--- config.mk ---
export PLATFORM = sky130hd
export DESIGN_NAME = mp3_module_reply_parser
export DESIGN_NICKNAME = d
export VERILOG_FILES = /design/src/mp3rp_pkg.sv /design/src/mp3rp_decode.sv /design/src/mp3_module_reply_parser.sv
export SDC_FILE = /design/constraint.sdc
export NUM_CORES = 1
export LEC_CHECK = 0
export BUFFER_PORTS_ARGS = -buffer_cell sky130_fd_sc_hd__buf_4
export CORE_AREA = 2 2 110 112
export CTS_CLUSTER_SIZE = 40
export DETAILED_ROUTE_END_ITERATION = 8
export DIE_AREA = 0 0 112 114
export PLACE_DENSITY = 0.74
export SLEW_MARGIN = 0
export SYNTH_ARGS = -nofsm -noshare
export SYNTH_HDL_FRONTEND = slang
export SYNTH_HIERARCHICAL = 1
export SYNTH_SLANG_ARGS = --single-unit
--- constraint.sdc ---
create_clock -name clk_i -period 3.2 [get_ports clk_i]
set_input_delay 0.64 -clock clk_i [delete_from_list [all_inputs] [get_ports clk_i]]
set_output_delay 0.64 -clock clk_i [all_outputs]
set_load 0.05 [all_outputs]
--- src/mp3rp_pkg.sv ---
// Package with the constants and types shared by the reply frame parser.
`timescale 1ns / 1ps
`default_nettype none

package mp3rp_pkg;

  // Number of bytes held before the current one.
  localparam int unsigned WinDepth = 9;

  localparam int unsigned TrackW = 17;
  localparam int unsigned TotalW = 16;

  // Framing bytes.
  localparam logic [7:0] FRAME_END = 8'hEF;
  localparam logic [7:0] HDR_START = 8'h7E;
  localparam logic [7:0] HDR_VER   = 8'hFF;
  localparam logic [7:0] HDR_LEN   = 8'h06;

  // Reply codes.
  localparam logic [7:0] CODE_FINISHED = 8'h3D;
  localparam logic [7:0] CODE_CARD_ON  = 8'h3F;
  localparam logic [7:0] CODE_CARD_OFF = 8'h3B;
  localparam logic [7:0] CODE_TOTAL    = 8'h48;

  // Low parameter byte that marks the card as online.
  localparam logic [7:0] CARD_ON_PARAM = 8'h02;

  typedef logic [7:0] byte_t;

  // Entry 0 is the oldest byte, entry WinDepth-1 the newest.
  typedef byte_t [WinDepth-1:0] win_t;

  // Held status of the player.
  typedef struct packed {
    logic [TrackW-1:0] track;
    logic [TotalW-1:0] total;
    logic              card;
  } status_t;

  // Per-word decode outcome.
  typedef struct packed {
    logic  frame_ok;
    byte_t reply_code;
    logic  track_finished;
  } flags_t;

endpackage

`default_nettype wire

--- src/mp3rp_decode.sv ---
// Combinational frame check, status update and window shift for one byte.
`timescale 1ns / 1ps
`default_nettype none

module mp3rp_decode (
  input  var mp3rp_pkg::byte_t   rx_byte_i,
  input  var mp3rp_pkg::win_t    win_i,
  input  var mp3rp_pkg::status_t status_i,
  output mp3rp_pkg::win_t        win_o,
  output mp3rp_pkg::status_t     status_o,
  output mp3rp_pkg::flags_t      flags_o
);

  logic             is_end;
  logic             hdr_ok;
  mp3rp_pkg::byte_t code;
  mp3rp_pkg::byte_t hi;
  mp3rp_pkg::byte_t lo;

  assign is_end = (rx_byte_i == mp3rp_pkg::FRAME_END);
  assign hdr_ok = (win_i[0] == mp3rp_pkg::HDR_START) &&
                  (win_i[1] == mp3rp_pkg::HDR_VER) &&
                  (win_i[2] == mp3rp_pkg::HDR_LEN);
  assign code   = win_i[3];
  assign hi     = win_i[5];
  assign lo     = win_i[6];

  // The window is cleared after every end byte, otherwise it shifts by one.
  always_comb begin
    if (is_end) begin
      win_o = '0;
    end else begin
      win_o = {rx_byte_i, win_i[mp3rp_pkg::WinDepth-1:1]};
    end
  end

  always_comb begin
    status_o = status_i;
    flags_o  = '0;
    if (is_end && hdr_ok) begin
      flags_o.frame_ok   = 1'b1;
      flags_o.reply_code = code;
      unique case (code)
        mp3rp_pkg::CODE_FINISHED: begin
          status_o.track         = {1'b0, hi, lo} + 17'd1;
          flags_o.track_finished = 1'b1;
        end
        mp3rp_pkg::CODE_CARD_ON: begin
          status_o.card = (lo == mp3rp_pkg::CARD_ON_PARAM);
        end
        mp3rp_pkg::CODE_CARD_OFF: begin
          status_o.card = 1'b0;
        end
        mp3rp_pkg::CODE_TOTAL: begin
          status_o.total = {hi, lo};
        end
        default: begin
          status_o = status_i;
        end
      endcase
    end
  end

endmodule

`default_nettype wire

--- src/mp3_module_reply_parser.sv ---
// Top level of the reply frame parser for a serial audio player module.
// Usage:
//   The input channel carries one received UART byte per word (rx_byte_i),
//   offered with in_valid_i and held off by in_stall_o. The output channel
//   gives one result word per input word: the frame flags, the reply code and
//   the held status (current track, total tracks, card state), offered with
//   out_valid_o and held off by out_stall_i.
//   A byte of 0xEF closes a frame; the frame counts when the nine bytes held
//   before it start with 0x7E 0xFF 0x06. Status updates on track finished,
//   card online, card removed and track count replies.
// Pipeline and throughput:
//   An accepted byte lands in an input register. From there it is decoded
//   against the byte window and written to the output register, where its
//   result is offered. One word per cycle is sustained while out_stall_i is
//   low; the window shift and header compare fit between the registers.
// Reset:
//   Both stages empty, window zero, current track 1, total 0, card offline.
// Stall:
//   A stalled result holds its word. The input register still takes one more
//   byte; once both stages are full, in_stall_o rises until the result drains.
`timescale 1ns / 1ps
`default_nettype none

module mp3_module_reply_parser (
  input  wire         clk_i,
  input  wire         rst_ni,
  input  wire         in_valid_i,
  output logic        in_stall_o,
  input  wire  [7:0]  rx_byte_i,
  output logic        out_valid_o,
  input  wire         out_stall_i,
  output logic        frame_ok_o,
  output logic [7:0]  reply_code_o,
  output logic        track_finished_o,
  output logic [16:0] current_track_o,
  output logic [15:0] total_tracks_o,
  output logic        card_ok_o
);

  // Input stage.
  logic             in_valid_q;
  mp3rp_pkg::byte_t in_byte_q;

  // Result stage.
  logic              out_valid_q;
  mp3rp_pkg::flags_t flags_q;

  // Parser state, updated when a word moves into the result stage.
  mp3rp_pkg::win_t    win_q;
  mp3rp_pkg::win_t    win_d;
  mp3rp_pkg::status_t status_q;
  mp3rp_pkg::status_t status_d;
  mp3rp_pkg::flags_t  flags_d;

  logic out_load;
  logic in_load;

  // The result register can take a new word when it is empty or draining.
  assign out_load   = in_valid_q && (!out_valid_q || !out_stall_i);
  assign in_stall_o = in_valid_q && !out_load;
  assign in_load    = in_valid_i && !in_stall_o;

  mp3rp_decode u_decode (
    .rx_byte_i (in_byte_q),
    .win_i     (win_q),
    .status_i  (status_q),
    .win_o     (win_d),
    .status_o  (status_d),
    .flags_o   (flags_d)
  );

  always_ff @(posedge clk_i or negedge rst_ni) begin
    if (!rst_ni) begin
      in_valid_q <= 1'b0;
    end else if (in_load) begin
      in_valid_q <= 1'b1;
    end else if (out_load) begin
      in_valid_q <= 1'b0;
    end
  end

  always_ff @(posedge clk_i) begin
    if (in_load) begin
      in_byte_q <= rx_byte_i;
    end
  end

  always_ff @(posedge clk_i or negedge rst_ni) begin
    if (!rst_ni) begin
      out_valid_q    <= 1'b0;
      win_q          <= '0;
      status_q.track <= 17'd1;
      status_q.total <= '0;
      status_q.card  <= 1'b0;
    end else if (out_load) begin
      out_valid_q <= 1'b1;
      win_q       <= win_d;
      status_q    <= status_d;
    end else if (!out_stall_i) begin
      out_valid_q <= 1'b0;
    end
  end

  always_ff @(posedge clk_i) begin
    if (out_load) begin
      flags_q <= flags_d;
    end
  end

  assign out_valid_o      = out_valid_q;
  assign frame_ok_o       = flags_q.frame_ok;
  assign reply_code_o     = flags_q.reply_code;
  assign track_finished_o = flags_q.track_finished;
  assign current_track_o  = status_q.track;
  assign total_tracks_o   = status_q.total;
  assign card_ok_o        = status_q.card;

  // A rejected frame or ordinary byte always reports code zero.
  a_code_zero: assert property (@(posedge clk_i) disable iff (!rst_ni)
    (out_valid_o && !frame_ok_o) |-> (reply_code_o == 8'h00))
    else $error("reply code set without an accepted frame");

  // A finished pulse belongs to an accepted track-finished frame.
  a_finished: assert property (@(posedge clk_i) disable iff (!rst_ni)
    (out_valid_o && track_finished_o) |->
      (frame_ok_o && (reply_code_o == mp3rp_pkg::CODE_FINISHED)))
    else $error("finished pulse without a track finished reply");

  // The input is held off only while a full result stage is stalled.
  a_stall_cause: assert property (@(posedge clk_i) disable iff (!rst_ni)
    in_stall_o |-> (out_valid_o && out_stall_i))
    else $error("input stalled with room in the result stage");

  // The status only moves when a new result is loaded.
  a_status_hold: assert property (@(posedge clk_i) disable iff (!rst_ni)
    (!out_load) |=> $stable(status_q))
    else $error("status changed without a word");

endmodule

`default_nettype wire
---- Word-level counts from Yosys, hierarchy flattened ----
Index checks and enable logic that the tools add are counted.
word-level totals
  memories ................................ 0
  word-level logic and storage cells ...... 53
  bits in read-only memories .............. 0
  RAM bits ................................ 0
  latch bits .............................. 0
  output and inout port bits .............. 46
  register bits after elaboration ......... 126
cells by class
  bitwise logic cells ..................... 0
  magnitude comparators ................... 0
  divide/modulo/power cells ............... 0
  multipliers ............................. 0
  add/subtract/negate cells ............... 1
  mux-type cells .......................... 8
  shifts and indexed selects .............. 0
  eq/ne operators ......................... 10
  reduce and logical (&&, ||, !) cells .... 16
operators by type and width
  operator                                                         count
  72-bit 2-to-1 mux                                                1
  8-bit by 6-bit == test with 1-bit output, second input constant  3
  16-bit by 1-bit adder with 17-bit output, second input constant  1
  8-bit by 7-bit == test with 1-bit output, second input constant  2
  8-bit == test, second input constant                             2
  10-bit 2-to-1 mux                                                1
  3-bit AND reduction                                              3
  8-bit by 2-bit == test with 1-bit output, second input constant  1
  8-bit by 3-bit == test with 1-bit output, second input constant  1
  1-bit logical AND                                                6
  1-bit 2-to-1 mux                                                 5
  1-bit zero test                                                  4
  2-bit nonzero test                                               2
  2-bit by 1-bit != test with 1-bit output, second input constant  1
  1-bit case mux with 2 select lines                               1
  1-bit logical OR                                                 1

---- Depth between registers and ports, before layout ----
  depth after elaboration ................. 8
  gate-level depth with buffers ........... 6
  gate-level depth less buffers ........... 6

---- Cells and area by module ----
The synthesis kept the hierarchy.
modules (own cells, without submodules)
  module                   cells each  area each (sq um)  seq. area each (sq um)  instances
  mp3_module_reply_parser  250         4722.0             3244.4                  1
  mp3rp_decode             201         1535.2             0.0                     1

---- Least setup slack after synthesis ----
OpenSTA, ideal clock, no wires.
  path type ............................... register to register
  start point ............................. reg win_q[23] (netlist name)
  end point ............................... reg status_q (netlist bit total_tracks_o[15])
  library setup time ...................... 0.125 ns
  buffers on the path ..................... 1
  arrival time ............................ 2.189 ns
  stages on the path, launching flop included .. 7
  setup slack ............................. 0.886 ns
  data required time ...................... 3.075 ns
  cell sequence ........................... dfrtp_1 -> or4b_4 -> nor4_4 -> nand4_4 -> buf_6 -> mux2_4 -> mux2_2
between the ends
  cells in the longest elaborated chain, start to end .. 4
RTL lines
  what                                      line                           source
  start: declaration                        mp3_module_reply_parser.sv:49  mp3rp_pkg::win_t win_q;
  start signal: assignment                  mp3_module_reply_parser.sv:97  win_q <= win_d;
  8-bit by 3-bit == test with 1-bit output  mp3rp_decode.sv:23             (win_i[2] == mp3rp_pkg::HDR_LEN);
  1-bit logical AND                         mp3rp_decode.sv:22             (win_i[1] == mp3rp_pkg::HDR_VER) &&
  1-bit logical AND                         mp3rp_decode.sv:40             if (is_end && hdr_ok) begin
  3-bit AND reduction (no source line)      --
  end signal: assignment                    mp3_module_reply_parser.sv:98  status_q <= status_d;
  end: declaration                          mp3_module_reply_parser.sv:51  mp3rp_pkg::status_t status_q;
Every way passes these cells.
A chain may end at the register's enable or synchronous reset.

---- Worst setup path after layout ----
  start point ............................. reg win_q[23] (netlist name)
  end point ............................... reg status_q (netlist bit total_tracks_o[13])
Same word-level chain as after synthesis.

==> metrics.cfg <==
[routing]
remaining_drc_errors = 0
firstDrtPassIters = 4
wl_microns = 11500
dr_total_vias = 3653
drt-vias-per-instance = 5.48
drtIter0Drc = 176
postRouteAntennaNets = 0
wl_per_cell_microns = 17.2

[timing]
tns_ns = 0
hold_viol_final = 0
max-slew-margin-rel = 0.542
tightest_slew_ns = 0.687
fin_crit_sh = 0.810
final-setup-viol-count = 0
rsz0062_at_grt = false
finClkSkew_ns = 0.0146
min_period_ns = 2.59
clock.fmax_mhz = 386
final_max_slew_viol_count = 0

[clocking]
clk_path_buf_depth = 2
path_clk_slew_ns = 0.06
cts_buffers = 17
holdBufCountCts = 0
clk_latency_ns = 0.42
clkSinkCount = 126
h-tree-depth = 4
post_cts_buffers = 0
ctsResizeCount = 0
cts_tree = done
root_buffer = clkbuf_16

[cells_and_area]
drive_gt1_frac = 0.452
syn_to_final_growth_pct = 17.0
layout_commonest_cell = dfrtp_1
fillCellCount = 928
n_antenna_cell = 0
multiInputGateArea_sq_mm = 0.00280
final_cell_mix = 107 x dfrtp_1, 91 x mux2_2, 68 x nor2b_1
nets = 521
seqCellArea_sq_mm = 0.00324

[synth]
synth_seq_area_share = 0.518
synthArstFlopShare = 0.857
synth_area_per_cell_sq_um = 13.9
synthTopCellsByArea = dfrtp_1 43%, mux2_2 16%, mux2_4 11%, edfxtp_1 8.6%, nor2b_1 6.8%
synth_warnings = 6
synth.top_cell.area_share = 0.428
synth_cells = 451
synth_cell_type_count = 35
ys_dominant_reg_cell = dfrtp_1
ys_ff_latch = 126
netlist_area_sq_mm = 0.00626
synth_edf_count = 18
synth_top_area_cell = dfrtp_1
syn-num-nets = 465

[power]
pwr-share-seq = 0.454
ir_drop_uv = 414
power_switching_uw = 1620
p_int_uw = 3880
clockPowerShare = 0.326
p_sw_frac = 0.294
p_per_area_mw_per_mm2 = 752
comb_power_share = 0.221
finalPower_uw = 5500
p_leak_uw = 0.00346

[floorplanning]
core_sq_mm = 0.0117
die_w_microns = 112
die_height_microns = 114
dieArea_sq_mm = 0.0128
start_util = 0.534
ioPinCount = 58
row_count = 40

[status]
status = finished clean

[place]
port-buffer-count = 57
routabilityCongestion = 0.774
dpl.hpwl_microns = 7350

[global_route]
grt_pass1_vias = 3731
top_usage_layer = met2
grt_util_met1 = 0.257
use_met3 = 0.0505
grt_util_met2 = 0.303
grt_max_degree = 117
global_route.overflow_total = 0
grt_pass1_wl_microns = 19300
grt_use_total = 0.193
grt_antenna_before_repair = 0

[min_path]
hp-class = in2async

[setup_path]
worstPathArrival_ns = 2.89
required_ns = 3.49
crit_type = reg2reg
cp-end-kind = flip-flop
critical_path.max_fanout = 16
start_kind = flip-flop

[flow_run]
drv_cap = 0

-- worst paths after layout --
path | start | end | slack [ns] | cells past startpoint
max in group asynchronous | rst_ni | current_track_o[0] | 2.21 | 2
hold reg to reg | in_valid_q | out_valid_o | 0.48 | 1
min in group clk_i | rx_byte_i[4] | in_byte_q[4] | 0.40 | 1
setup / recovery | win_q[23] | total_tracks_o[13] | 0.61 | 5
setup reg to reg | win_q[23] | total_tracks_o[13] | 0.61 | 5
hold / removal | rst_ni | win_q[10] | 0.27 | 1
-- power by group through the flow --
stage / Combinational (uW) / Clock (uW) / Sequential, uW
2_1_floorplan: 1030 / 0 / 2350
3_3_place_gp: 1180 / 0 / 2490
3_5_place_dp: 1210 / 0 / 2520
4_1_cts: 1230 / 1830 / 2490
5_1_grt: 1320 / 1890 / 2560
6_report: 1210 / 1790 / 2500
-- synthesized netlist by cell type (2+ instances only) --
master and count:
nand3_1 10, buf_12 3, clkbuf_1 12, mux2_4 44, nand2_1 5, xnor2_1 4
xor2_1 10, nor4_4 2, mux2_2 91, ha_1 2, or4bb_1 2, and3_1 10
inv_1 6, nor2_1 9, buf_6 4, nand4b_1 5, nand4_1 5, nor4b_1 2
buf_4 7, nor4_1 4, edfxtp_1 18, nor3_1 7, mux2_1 4, dfrtp_1 107
nor2b_1 68
-- flip-flops by register name (all words and copies together), names as in the netlist --
name	cells
in_byte_q	8
in_valid_q	1
win_q	72
current_track_o	17
reply_code_o	8
card_ok_o	1
total_tracks_o	16
frame_ok_o	1
track_finished_o	1
out_valid_o	1
-- per-layer routing --
| metal | vias up | part of all wire |
|---|---|---|
| met5 | - | 0 |
| met2 | 72 | 0.48 |
| met4 | 0 | 0.017 |
| li1 | 1707 | - |
| met3 | 16 | 0.042 |
| met1 | 1858 | 0.46 |
-- cell families after synthesis --
kind of cell	after synthesis	share of synthesized area
multiplexers	140	0.278
AND/OR/NAND/NOR	135	0.141
flip-flops	126	0.518
buffers and inverters	32	0.0360
XOR/XNOR	14	0.0196
AO/OA/AOI/OAI	2	0.00300
adder cells (fa/ha/maj)	2	0.00400
-- worst max-delay path, cell delays in order, from the launching register on --
cell     delay (ns)
dfrtp_1        0.39
or4b_4         0.55
nor4_4         0.38
nand4_4        0.44
mux2_4         0.43
mux2_2         0.27
-- per-stage QoR --
step | std cells | setup WS, ns | hold WS [ns] | util | area, sq um
2_1_floorplan | 451 | 0.886 | 0.344 | - | 6260
3_3_place_gp | 635 | 0.665 | 0.458 | 0.578 | 6760
3_5_place_dp | 635 | 0.582 | 0.476 | 0.578 | 6760
4_1_cts | 667 | 0.586 | 0.284 | 0.625 | 7320
5_1_grt | 667 | 0.516 | 0.316 | 0.625 | 7320
6_report | 667 | 0.607 | 0.271 | 0.625 | 7320
-- cell type report --
| cell class | count | area share |
|---|---|---|
| Multi-Input combinational cell | 293 | 0.383 |
| Clock buffer | 18 | 0.0600 |
| Clock inverter | 14 | 0.0162 |
| Sequential cell | 126 | 0.443 |
| Inverter | 6 | 0.00308 |
| Timing Repair Buffer | 63 | 0.0697 |
| Tap cell | 147 | 0.0251 |
Power figures use the tool's default switching activity.
